<file path="src/hw/rtl/icalc_pkg.sv">
// Shared types and constants for the integer calculator ALU.
// Holds operation codes, status codes and the multiplier digit width.
// No dependencies.
package icalc_pkg;

    typedef logic [2:0] op_t;
    typedef logic [1:0] status_t;

    localparam op_t OP_ADD     = 3'd0;
    localparam op_t OP_SUB     = 3'd1;
    localparam op_t OP_MUL     = 3'd2;
    localparam op_t OP_DIV     = 3'd3;
    localparam op_t OP_REM     = 3'd4;
    localparam op_t OP_FACT    = 3'd5;
    localparam op_t OP_POW     = 3'd6;
    localparam op_t OP_INVALID = 3'd7;

    localparam status_t ST_OK       = 2'd0;
    localparam status_t ST_DIV_ZERO = 2'd1;
    localparam status_t ST_INVALID  = 2'd2;

    localparam int DIGIT_W = 8;

endpackage

</file>
<file path="src/hw/rtl/icalc_mul.sv">
// Iterative multiplier returning the low DATA_WIDTH bits of a product.
// Consumes one multiplier digit of icalc_pkg::DIGIT_W bits per cycle.
// Depends on icalc_pkg.
module icalc_mul #(
    parameter int DATA_WIDTH = 32
) (
    input  logic                  clk,
    input  logic                  rst_n,
    input  logic                  start,
    input  logic [DATA_WIDTH-1:0] mcand,
    input  logic [DATA_WIDTH-1:0] mplier,
    output logic                  done,
    output logic [DATA_WIDTH-1:0] product
);

    localparam int DIGW   = icalc_pkg::DIGIT_W;
    localparam int DIGITS = (DATA_WIDTH + DIGW - 1) / DIGW;
    localparam int CNT_W  = $clog2(DIGITS + 1);

    logic                       busy_reg;
    logic                       done_reg;
    logic [CNT_W-1:0]           cnt_reg;
    logic [DATA_WIDTH-1:0]      mcand_reg;
    logic [DATA_WIDTH-1:0]      mplier_reg;
    logic [DATA_WIDTH-1:0]      acc_reg;
    logic [DATA_WIDTH+DIGW-1:0] partial;

    assign partial = mcand_reg * mplier_reg[DIGW-1:0];

    always_ff @(posedge clk or negedge rst_n)
    begin
        if (!rst_n)
        begin
            busy_reg <= 1'b0;
            done_reg <= 1'b0;
            cnt_reg  <= '0;
        end
        else
        begin
            done_reg <= 1'b0;
            if (start)
            begin
                busy_reg <= 1'b1;
                cnt_reg  <= CNT_W'(DIGITS);
            end
            else if (busy_reg)
            begin
                cnt_reg <= cnt_reg - 1'b1;
                if (cnt_reg == CNT_W'(1))
                begin
                    busy_reg <= 1'b0;
                    done_reg <= 1'b1;
                end
            end
        end
    end

    always_ff @(posedge clk)
    begin
        if (start)
        begin
            mcand_reg  <= mcand;
            mplier_reg <= mplier;
            acc_reg    <= '0;
        end
        else if (busy_reg)
        begin
            acc_reg    <= acc_reg + partial[DATA_WIDTH-1:0];
            mcand_reg  <= mcand_reg << DIGW;
            mplier_reg <= mplier_reg >> DIGW;
        end
    end

    assign done    = done_reg;
    assign product = acc_reg;

endmodule

</file>
<file path="src/hw/rtl/icalc_div.sv">
// Restoring unsigned divider producing quotient and remainder.
// Resolves one quotient bit per cycle; no package dependencies.
module icalc_div #(
    parameter int DATA_WIDTH = 32
) (
    input  logic                  clk,
    input  logic                  rst_n,
    input  logic                  start,
    input  logic [DATA_WIDTH-1:0] dividend,
    input  logic [DATA_WIDTH-1:0] divisor,
    output logic                  done,
    output logic [DATA_WIDTH-1:0] quotient,
    output logic [DATA_WIDTH-1:0] remainder
);

    localparam int CNT_W = $clog2(DATA_WIDTH + 1);

    logic                  busy_reg;
    logic                  done_reg;
    logic [CNT_W-1:0]      cnt_reg;
    logic [DATA_WIDTH-1:0] quo_reg;
    logic [DATA_WIDTH-1:0] rem_reg;
    logic [DATA_WIDTH-1:0] den_reg;
    logic [DATA_WIDTH:0]   shifted;
    logic [DATA_WIDTH+1:0] diff;
    logic                  borrow;

    assign shifted = {rem_reg, quo_reg[DATA_WIDTH-1]};
    assign diff    = {1'b0, shifted} - {2'b00, den_reg};
    assign borrow  = diff[DATA_WIDTH+1];

    always_ff @(posedge clk or negedge rst_n)
    begin
        if (!rst_n)
        begin
            busy_reg <= 1'b0;
            done_reg <= 1'b0;
            cnt_reg  <= '0;
        end
        else
        begin
            done_reg <= 1'b0;
            if (start)
            begin
                busy_reg <= 1'b1;
                cnt_reg  <= CNT_W'(DATA_WIDTH);
            end
            else if (busy_reg)
            begin
                cnt_reg <= cnt_reg - 1'b1;
                if (cnt_reg == CNT_W'(1))
                begin
                    busy_reg <= 1'b0;
                    done_reg <= 1'b1;
                end
            end
        end
    end

    always_ff @(posedge clk)
    begin
        if (start)
        begin
            quo_reg <= dividend;
            rem_reg <= '0;
            den_reg <= divisor;
        end
        else if (busy_reg)
        begin
            quo_reg <= {quo_reg[DATA_WIDTH-2:0], ~borrow};
            rem_reg <= borrow ? shifted[DATA_WIDTH-1:0] : diff[DATA_WIDTH-1:0];
        end
    end

    assign done      = done_reg;
    assign quotient  = quo_reg;
    assign remainder = rem_reg;

endmodule

</file>
<file path="src/hw/rtl/integer_calc_alu_top.sv">
// Top level of the integer calculator ALU: stream ports and the sequencer.
// Depends on icalc_pkg, icalc_mul and icalc_div.
//
//  Channel  Direction  Signals               Contents
//  s_axis   in         tvalid/tready/tdata   tdata: operand_a, operand_b
//                      tuser                 tuser: req_type
//  m_axis   out        tvalid/tready/tdata   tdata: value_first, value_second
//                      tuser                 tuser: status
//
// Add, subtract, invalid codes and zero divisors are resolved on acceptance and go
// straight to S_DONE; multiply uses the shared multiplier over DATA_WIDTH / 8
// digits rounded up, divide and remainder the divider. Power squares the base for
// each exponent bit and multiplies it into the result for each set bit; factorial
// does at most one multiply per factor for each operand, both on the shared
// multiplier that retires 8 bits per cycle. Reset is asynchronous and clears the
// sequencer and the output valid. The next beat is accepted while a result waits in
// the output register; a finished result waits for it to free.
module integer_calc_alu_top #(
    parameter int DATA_WIDTH = 32
) (
    input  logic                                   clk,
    input  logic                                   rst_n,
    input  logic                                   s_axis_tvalid,
    output logic                                   s_axis_tready,
    // operand_a, operand_b, zero fill
    input  logic [((2*DATA_WIDTH+7)/8)*8-1:0]      s_axis_tdata,
    // req_type
    input  logic [2:0]                             s_axis_tuser,
    output logic                                   m_axis_tvalid,
    input  logic                                   m_axis_tready,
    // value_first, value_second, zero fill
    output logic [((2*DATA_WIDTH+7)/8)*8-1:0]      m_axis_tdata,
    // status
    output logic [1:0]                             m_axis_tuser
);

    localparam int DW = DATA_WIDTH;

    localparam logic [3:0] S_IDLE      = 4'd0;
    localparam logic [3:0] S_MUL_GO    = 4'd1;
    localparam logic [3:0] S_MUL_WAIT  = 4'd2;
    localparam logic [3:0] S_DIV_GO    = 4'd3;
    localparam logic [3:0] S_DIV_WAIT  = 4'd4;
    localparam logic [3:0] S_FACT_INIT = 4'd5;
    localparam logic [3:0] S_FACT_GO   = 4'd6;
    localparam logic [3:0] S_FACT_WAIT = 4'd7;
    localparam logic [3:0] S_POW_CHK   = 4'd8;
    localparam logic [3:0] S_POW_AGO   = 4'd9;
    localparam logic [3:0] S_POW_AWAIT = 4'd10;
    localparam logic [3:0] S_POW_SGO   = 4'd11;
    localparam logic [3:0] S_POW_SWAIT = 4'd12;
    localparam logic [3:0] S_DONE      = 4'd13;

    logic [3:0]            state_reg, state_next;
    logic                  fsel_reg, fsel_next;
    logic                  out_valid_reg, out_valid_next;
    icalc_pkg::op_t        op_reg, op_next;
    logic [DW-1:0]         a_reg, a_next;
    logic [DW-1:0]         b_reg, b_next;
    icalc_pkg::status_t    st_reg, st_next;
    logic [DW-1:0]         v1_reg, v1_next;
    logic [DW-1:0]         v2_reg, v2_next;
    logic [DW-1:0]         acc_reg, acc_next;
    logic [DW-1:0]         sq_reg, sq_next;
    logic [DW-1:0]         e_reg, e_next;
    logic [DW-1:0]         i_reg, i_next;
    icalc_pkg::status_t    out_st_reg, out_st_next;
    logic [DW-1:0]         out_v1_reg, out_v1_next;
    logic [DW-1:0]         out_v2_reg, out_v2_next;

    logic [DW-1:0]         in_a;
    logic [DW-1:0]         in_b;
    logic [DW-1:0]         abs_a;
    logic [DW-1:0]         abs_b;
    logic [DW-1:0]         fact_n;
    logic                  mul_start;
    logic [DW-1:0]         mul_x;
    logic [DW-1:0]         mul_y;
    logic                  mul_done;
    logic [DW-1:0]         mul_prod;
    logic                  div_start;
    logic                  div_done;
    logic [DW-1:0]         div_q;
    logic [DW-1:0]         div_r;

    assign in_a   = s_axis_tdata[DW-1:0];
    assign in_b   = s_axis_tdata[2*DW-1:DW];
    assign abs_a  = a_reg[DW-1] ? (~a_reg + 1'b1) : a_reg;
    assign abs_b  = b_reg[DW-1] ? (~b_reg + 1'b1) : b_reg;
    assign fact_n = fsel_reg ? b_reg : a_reg;

    icalc_mul #(
        .DATA_WIDTH (DW)
    ) u_mul (
        .clk     (clk),
        .rst_n   (rst_n),
        .start   (mul_start),
        .mcand   (mul_x),
        .mplier  (mul_y),
        .done    (mul_done),
        .product (mul_prod)
    );

    icalc_div #(
        .DATA_WIDTH (DW)
    ) u_div (
        .clk       (clk),
        .rst_n     (rst_n),
        .start     (div_start),
        .dividend  (abs_a),
        .divisor   (abs_b),
        .done      (div_done),
        .quotient  (div_q),
        .remainder (div_r)
    );

    always_comb
    begin
        state_next     = state_reg;
        fsel_next      = fsel_reg;
        out_valid_next = out_valid_reg && !m_axis_tready;
        op_next        = op_reg;
        a_next         = a_reg;
        b_next         = b_reg;
        st_next        = st_reg;
        v1_next        = v1_reg;
        v2_next        = v2_reg;
        acc_next       = acc_reg;
        sq_next        = sq_reg;
        e_next         = e_reg;
        i_next         = i_reg;
        out_st_next    = out_st_reg;
        out_v1_next    = out_v1_reg;
        out_v2_next    = out_v2_reg;
        mul_start      = 1'b0;
        mul_x          = a_reg;
        mul_y          = b_reg;
        div_start      = 1'b0;

        unique case (state_reg)
            S_IDLE:
            begin
                if (s_axis_tvalid)
                begin
                    op_next   = s_axis_tuser;
                    a_next    = in_a;
                    b_next    = in_b;
                    st_next   = icalc_pkg::ST_OK;
                    v1_next   = '0;
                    v2_next   = '0;
                    fsel_next = 1'b0;
                    acc_next  = DW'(1);
                    sq_next   = in_a;
                    e_next    = in_b;
                    unique case (s_axis_tuser) inside
                        icalc_pkg::OP_ADD:
                        begin
                            v1_next    = in_a + in_b;
                            state_next = S_DONE;
                        end
                        icalc_pkg::OP_SUB:
                        begin
                            v1_next    = in_a - in_b;
                            state_next = S_DONE;
                        end
                        icalc_pkg::OP_MUL:
                        begin
                            state_next = S_MUL_GO;
                        end
                        icalc_pkg::OP_DIV, icalc_pkg::OP_REM:
                        begin
                            if (in_b == '0)
                            begin
                                st_next    = icalc_pkg::ST_DIV_ZERO;
                                state_next = S_DONE;
                            end
                            else
                            begin
                                state_next = S_DIV_GO;
                            end
                        end
                        icalc_pkg::OP_FACT:
                        begin
                            state_next = S_FACT_INIT;
                        end
                        icalc_pkg::OP_POW:
                        begin
                            if (in_b[DW-1])
                            begin
                                v1_next    = DW'(1);
                                state_next = S_DONE;
                            end
                            else
                            begin
                                state_next = S_POW_CHK;
                            end
                        end
                        default:
                        begin
                            st_next    = icalc_pkg::ST_INVALID;
                            state_next = S_DONE;
                        end
                    endcase
                end
            end
            S_MUL_GO:
            begin
                mul_start  = 1'b1;
                state_next = S_MUL_WAIT;
            end
            S_MUL_WAIT:
            begin
                if (mul_done)
                begin
                    v1_next    = mul_prod;
                    state_next = S_DONE;
                end
            end
            S_DIV_GO:
            begin
                div_start  = 1'b1;
                state_next = S_DIV_WAIT;
            end
            S_DIV_WAIT:
            begin
                if (div_done)
                begin
                    if (op_reg == icalc_pkg::OP_DIV)
                    begin
                        v1_next = (a_reg[DW-1] ^ b_reg[DW-1]) ? (~div_q + 1'b1) : div_q;
                    end
                    else
                    begin
                        v1_next = a_reg[DW-1] ? (~div_r + 1'b1) : div_r;
                    end
                    state_next = S_DONE;
                end
            end
            S_FACT_INIT:
            begin
                if (fact_n[DW-1] || fact_n == '0)
                begin
                    if (!fsel_reg)
                    begin
                        v1_next    = DW'(1);
                        fsel_next  = 1'b1;
                        state_next = S_FACT_INIT;
                    end
                    else
                    begin
                        v2_next    = DW'(1);
                        state_next = S_DONE;
                    end
                end
                else
                begin
                    acc_next   = DW'(1);
                    i_next     = DW'(1);
                    state_next = S_FACT_GO;
                end
            end
            S_FACT_GO:
            begin
                mul_start  = 1'b1;
                mul_x      = acc_reg;
                mul_y      = i_reg;
                state_next = S_FACT_WAIT;
            end
            S_FACT_WAIT:
            begin
                if (mul_done)
                begin
                    acc_next = mul_prod;
                    if (mul_prod == '0 || i_reg == fact_n)
                    begin
                        if (!fsel_reg)
                        begin
                            v1_next    = mul_prod;
                            fsel_next  = 1'b1;
                            state_next = S_FACT_INIT;
                        end
                        else
                        begin
                            v2_next    = mul_prod;
                            state_next = S_DONE;
                        end
                    end
                    else
                    begin
                        i_next     = i_reg + 1'b1;
                        state_next = S_FACT_GO;
                    end
                end
            end
            S_POW_CHK:
            begin
                if (e_reg == '0)
                begin
                    v1_next    = acc_reg;
                    state_next = S_DONE;
                end
                else if (e_reg[0])
                begin
                    state_next = S_POW_AGO;
                end
                else
                begin
                    state_next = S_POW_SGO;
                end
            end
            S_POW_AGO:
            begin
                mul_start  = 1'b1;
                mul_x      = acc_reg;
                mul_y      = sq_reg;
                state_next = S_POW_AWAIT;
            end
            S_POW_AWAIT:
            begin
                if (mul_done)
                begin
                    acc_next   = mul_prod;
                    state_next = S_POW_SGO;
                end
            end
            S_POW_SGO:
            begin
                mul_start  = 1'b1;
                mul_x      = sq_reg;
                mul_y      = sq_reg;
                state_next = S_POW_SWAIT;
            end
            S_POW_SWAIT:
            begin
                if (mul_done)
                begin
                    sq_next    = mul_prod;
                    e_next     = e_reg >> 1;
                    state_next = S_POW_CHK;
                end
            end
            S_DONE:
            begin
                if (!out_valid_reg || m_axis_tready)
                begin
                    out_st_next    = st_reg;
                    out_v1_next    = v1_reg;
                    out_v2_next    = v2_reg;
                    out_valid_next = 1'b1;
                    state_next     = S_IDLE;
                end
            end
            default:
            begin
                state_next = S_IDLE;
            end
        endcase
    end

    always_ff @(posedge clk or negedge rst_n)
    begin
        if (!rst_n)
        begin
            state_reg     <= S_IDLE;
            fsel_reg      <= 1'b0;
            out_valid_reg <= 1'b0;
        end
        else
        begin
            state_reg     <= state_next;
            fsel_reg      <= fsel_next;
            out_valid_reg <= out_valid_next;
        end
    end

    always_ff @(posedge clk)
    begin
        op_reg     <= op_next;
        a_reg      <= a_next;
        b_reg      <= b_next;
        st_reg     <= st_next;
        v1_reg     <= v1_next;
        v2_reg     <= v2_next;
        acc_reg    <= acc_next;
        sq_reg     <= sq_next;
        e_reg      <= e_next;
        i_reg      <= i_next;
        out_st_reg <= out_st_next;
        out_v1_reg <= out_v1_next;
        out_v2_reg <= out_v2_next;
    end

    assign s_axis_tready = (state_reg == S_IDLE);
    assign m_axis_tvalid = out_valid_reg;
    assign m_axis_tuser  = out_st_reg;

    always_comb
    begin
        m_axis_tdata = '0;
        m_axis_tdata[2*DW-1:0] = {out_v2_reg, out_v1_reg};
    end

endmodule
</file>
<file path="config.mk">
export PLATFORM = sky130hd
export DESIGN_NAME = integer_calc_alu_top
export DESIGN_NICKNAME = d
export VERILOG_FILES = /design/src/hw/rtl/icalc_pkg.sv /design/src/hw/rtl/icalc_mul.sv /design/src/hw/rtl/icalc_div.sv /design/src/hw/rtl/integer_calc_alu_top.sv
export SDC_FILE = /design/constraint.sdc
export NUM_CORES = 2
export LEC_CHECK = 0
export BUFFER_PORTS_ARGS = -buffer_cell sky130_fd_sc_hd__buf_2
export CAP_MARGIN = 20
export CORE_MARGIN = 4
export CORE_UTILIZATION = 30
export CTS_CLUSTER_SIZE = 16
export DETAILED_ROUTE_END_ITERATION = 8
export PLACE_DENSITY_LB_ADDON = 0.3
export SLEW_MARGIN = 20
export SYNTH_ARGS = -nofsm -noshare
export SYNTH_HDL_FRONTEND = slang
export SYNTH_HIERARCHICAL = 1
export SYNTH_SLANG_ARGS = --single-unit
</file>
<file path="constraint.sdc">
create_clock -name clk -period 7.01 [get_ports clk]
set_input_delay 0.3505 -clock clk [delete_from_list [all_inputs] [get_ports clk]]
set_output_delay 0.3505 -clock clk [all_outputs]
set_load 0.005 [all_outputs]
</file>
==> flow_summary.json <==
{
  "report.final.slew_viol_count": 0,
  "clock-sinks": 538,
  "hold_path_depth": 1,
  "core_area_um2": 124000,
  "crit_path_end_kind": "flop",
  "portBuffers": 138,
  "reg2reg_slack_ps": 1350,
  "ys.flop_type": "edfxtp_1",
  "cts_buffer_depth": 3,
  "firstDrtPassIters": 6,
  "drt_wl_total_um": 137000,
  "start_kind": "flop",
  "cts_tree": "built",
  "place_congestion": 0.964,
  "layout-drive-gt1-share_pct": 13.3,
  "synthesis.area_um2": 37700,
  "rsz0062_at_grt": "no",
  "synth_area_leader_cell": "edfxtp_1",
  "die_area_um2": 131000,
  "layout.nets": 4164,
  "hold_ws_ps": 41.4,
  "wire_per_inst_um": 25.0,
  "cp_slowest_stage_delay_ps": 1120,
  "cp_max_fo": 25,
  "synth_edf_count": 455,
  "drc": 0,
  "cts_buffers": 61,
  "yosysWarnings": 6,
  "worstMarginPinSlew_ps": 1160,
  "post-place-cells": 5309,
  "r2r-end": "u_mul/product[29]$_SDFFE_PP0P_",
  "clk_pin_slew_ps": 70,
  "synthTopCellsByArea": "edfxtp_1, fa_1, mux2_2",
  "grt-ovfl-total": 0,
  "maxSlewHeadroom_pct": 22.5,
  "syn_nets": 4008,
  "stdcell_count": 5487,
  "utilization_pct": 34.6,
  "ant_nets": 0,
  "r2r-start": "u_mul/mplier_reg[7]$_DFFE_PP_",
  "grt_usage_pct": 20.4,
  "grt_pass1_vias": 28400,
  "max_freq_mhz": 177,
  "drtIter0Drc": 3233,
  "crit_chain": "and2_1, fa_1, fa_1, fa_1, inv_1, fa_1, inv_1, ha_1, a21o_1, a21oi_1, o211ai_1, a311oi_1, a211oi_1, o21a_1, o32ai_1",
  "post-route-period-util_pct": 80.7,
  "clk_latency_ps": 690,
  "hp-class": "in2reg",
  "skew_ps": 77.5,
  "syn_avg_cell_area_um2": 10.4,
  "worstPathRequired_ps": 7570,
  "syn-instance-count": 3635,
  "cp_common_cell": "fa_1",
  "antenna_found_initial": 25,
  "outcome": "finished clean",
  "endpoint": "u_mul/product[29]$_SDFFE_PP0P_",
  "yosys.area.top_type_share_pct": 36.3,
  "core.rowCount": 129,
  "die_h_um": 362,
  "fin_crit_ps": 5660,
  "initial_core_util_pct": 30.3,
  "grt_pass1_wl_um": 198000,
  "crit_slowest_cell": "edfxtp_1",
  "grt_max_degree": 67,
  "cap_violations": 0,
  "ys_seq_elements": 538,
  "htree_levels": 2,
  "tns_ps": 0,
  "synth-seq-area-share_pct": 40.9,
  "hpwl_um": 104000,
  "die_w_um": 362,
  "setup_viol": 0,
  "critPathLaunch": "u_mul/mplier_reg[7]$_DFFE_PP_",
  "via_count": 29500,
  "area_delta_synth_final_pct": 14.1,
  "root_buffer": "clkbuf_16",
  "vias_per_cell": 5.38,
  "pin_count": 139,
  "r2r_cells": 15,
  "async_flop_share_pct": 3.53,
  "worstPathArrival_ps": 6220,
  "hold_viol": 0,
  "yosysUniqueCellTypes": 98,
  "post_cts_resized": 0,
  "critPathKind": "reg2reg"
}
==> timing repair <==
action / 4_1_cts / 5_1_grt
hold buffers: 55 / 0
hold endpoints to repair: 73 / 0
setup buffers: 0 / 0
==> cells by family after synthesis <==
| kind of cell | after synthesis | share of synthesized area (%) |
|---|---|---|
| AO/OA/AOI/OAI | 682 | 12.3 |
| XOR/XNOR | 287 | 6.71 |
| adder cells (fa/ha/maj) | 302 | 13.8 |
| buffers and inverters | 499 | 5.11 |
| flip-flops | 538 | 40.9 |
| multiplexers | 211 | 6.09 |
| AND/OR/NAND/NOR | 1116 | 15.0 |
==> cell usage after synthesis, drive strengths merged, types with 10 or more instances <==
cell      n
nand3    41
o21ai   152
nor2b    19
nor2    234
o22ai    44
or2      12
dfrtp    19
o211ai   19
mux2    141
a21oi   142
nand2b   23
and2    203
nand2   303
a22oi    40
buf      17
inv     332
dfxtp    64
ha      114
nor4     40
xor2    124
a211oi   33
o31ai    40
and3     64
fa      188
xnor2   162
mux2i    70
edfxtp  455
nor3     44
or4      23
o21bai   10
or3      48
o41ai    21
nand4    32
a222oi   24
a31oi    17
a21o     39
o21a     21
clkbuf  149
==> metal layers <==
layer / up-vias / global-route usage [%] / part of all wire (%)
met4: 16 / 7.45 / 4.0
met2: 1392 / 30.5 / 42
met3: 253 / 4.78 / 10
met1: 14600 / 28.8 / 43
li1: 13200 / - / -
met5: - / 0 / 0.074
==> through the flow <==
stage,setup slack (ps),cell area (um^2)
after global routing,1010,43000
final,1350,43000
after global placement,1440,40300
after detailed placement,1390,40300
after floorplan,1400,37700
after CTS,1400,42900
==> how the worst min path moves through the flow <==
stage | startpoint | to | slack [ps]
after detailed placement | rst_n | u_div/cnt_reg[0]$_DFFE_PN0P_ | 380
after floorplan | rst_n | fsel_reg$_DFFE_PN0P_ | 50
after CTS | s_axis_tdata[57] | b_reg[25]$_DFFE_PP_ | 3
after global placement | rst_n | u_div/cnt_reg[0]$_DFFE_PN0P_ | 370
after global routing | s_axis_tdata[21] | a_reg[21]$_DFFE_PP_ | 9
final | s_axis_tdata[20] | a_reg[20]$_DFFE_PP_ | 40
==> cell usage in the layout, fill, tap and decap left out, types with 70 or more instances in the layout <==
master    netlist  routed
buf_2           1     138
ha_1          114     114
mux2i_1        70      70
nand2_1       302     301
xor2_1        124     124
and2_1        203     203
fa_1          188     188
inv_1         332     330
edfxtp_1      455     455
mux2_2        140     140
nor2_1        234     232
a21oi_1       136     135
xnor2_1       162     161
o21ai_0       149     149
==> worst max-delay path, delay by kind of cell, from the launching register on <==
kind,cells,cell delay [ps]
AO/OA/AOI/OAI,7,1710
adder cells (fa/ha/maj),5,2380
buffers and inverters,2,90
flip-flops,1,1120
AND/OR/NAND/NOR,1,280
==> layout make-up <==
| cell class | count | area [um^2] |
|---|---|---|
| clock inverter | 38 | 428 |
| inverter | 333 | 1250 |
| timing repair buffer | 259 | 1760 |
| fill | 12500 | 81200 |
| clock buffer | 78 | 1610 |
| antenna | 6 | 15.0 |
| tap | 1637 | 2050 |
| sequential | 538 | 15400 |
| multi-input combinational | 2598 | 20400 |
Power is not shown: default switching activity piles up to over one toggle a cycle in this logic, so the estimate is an artifact.
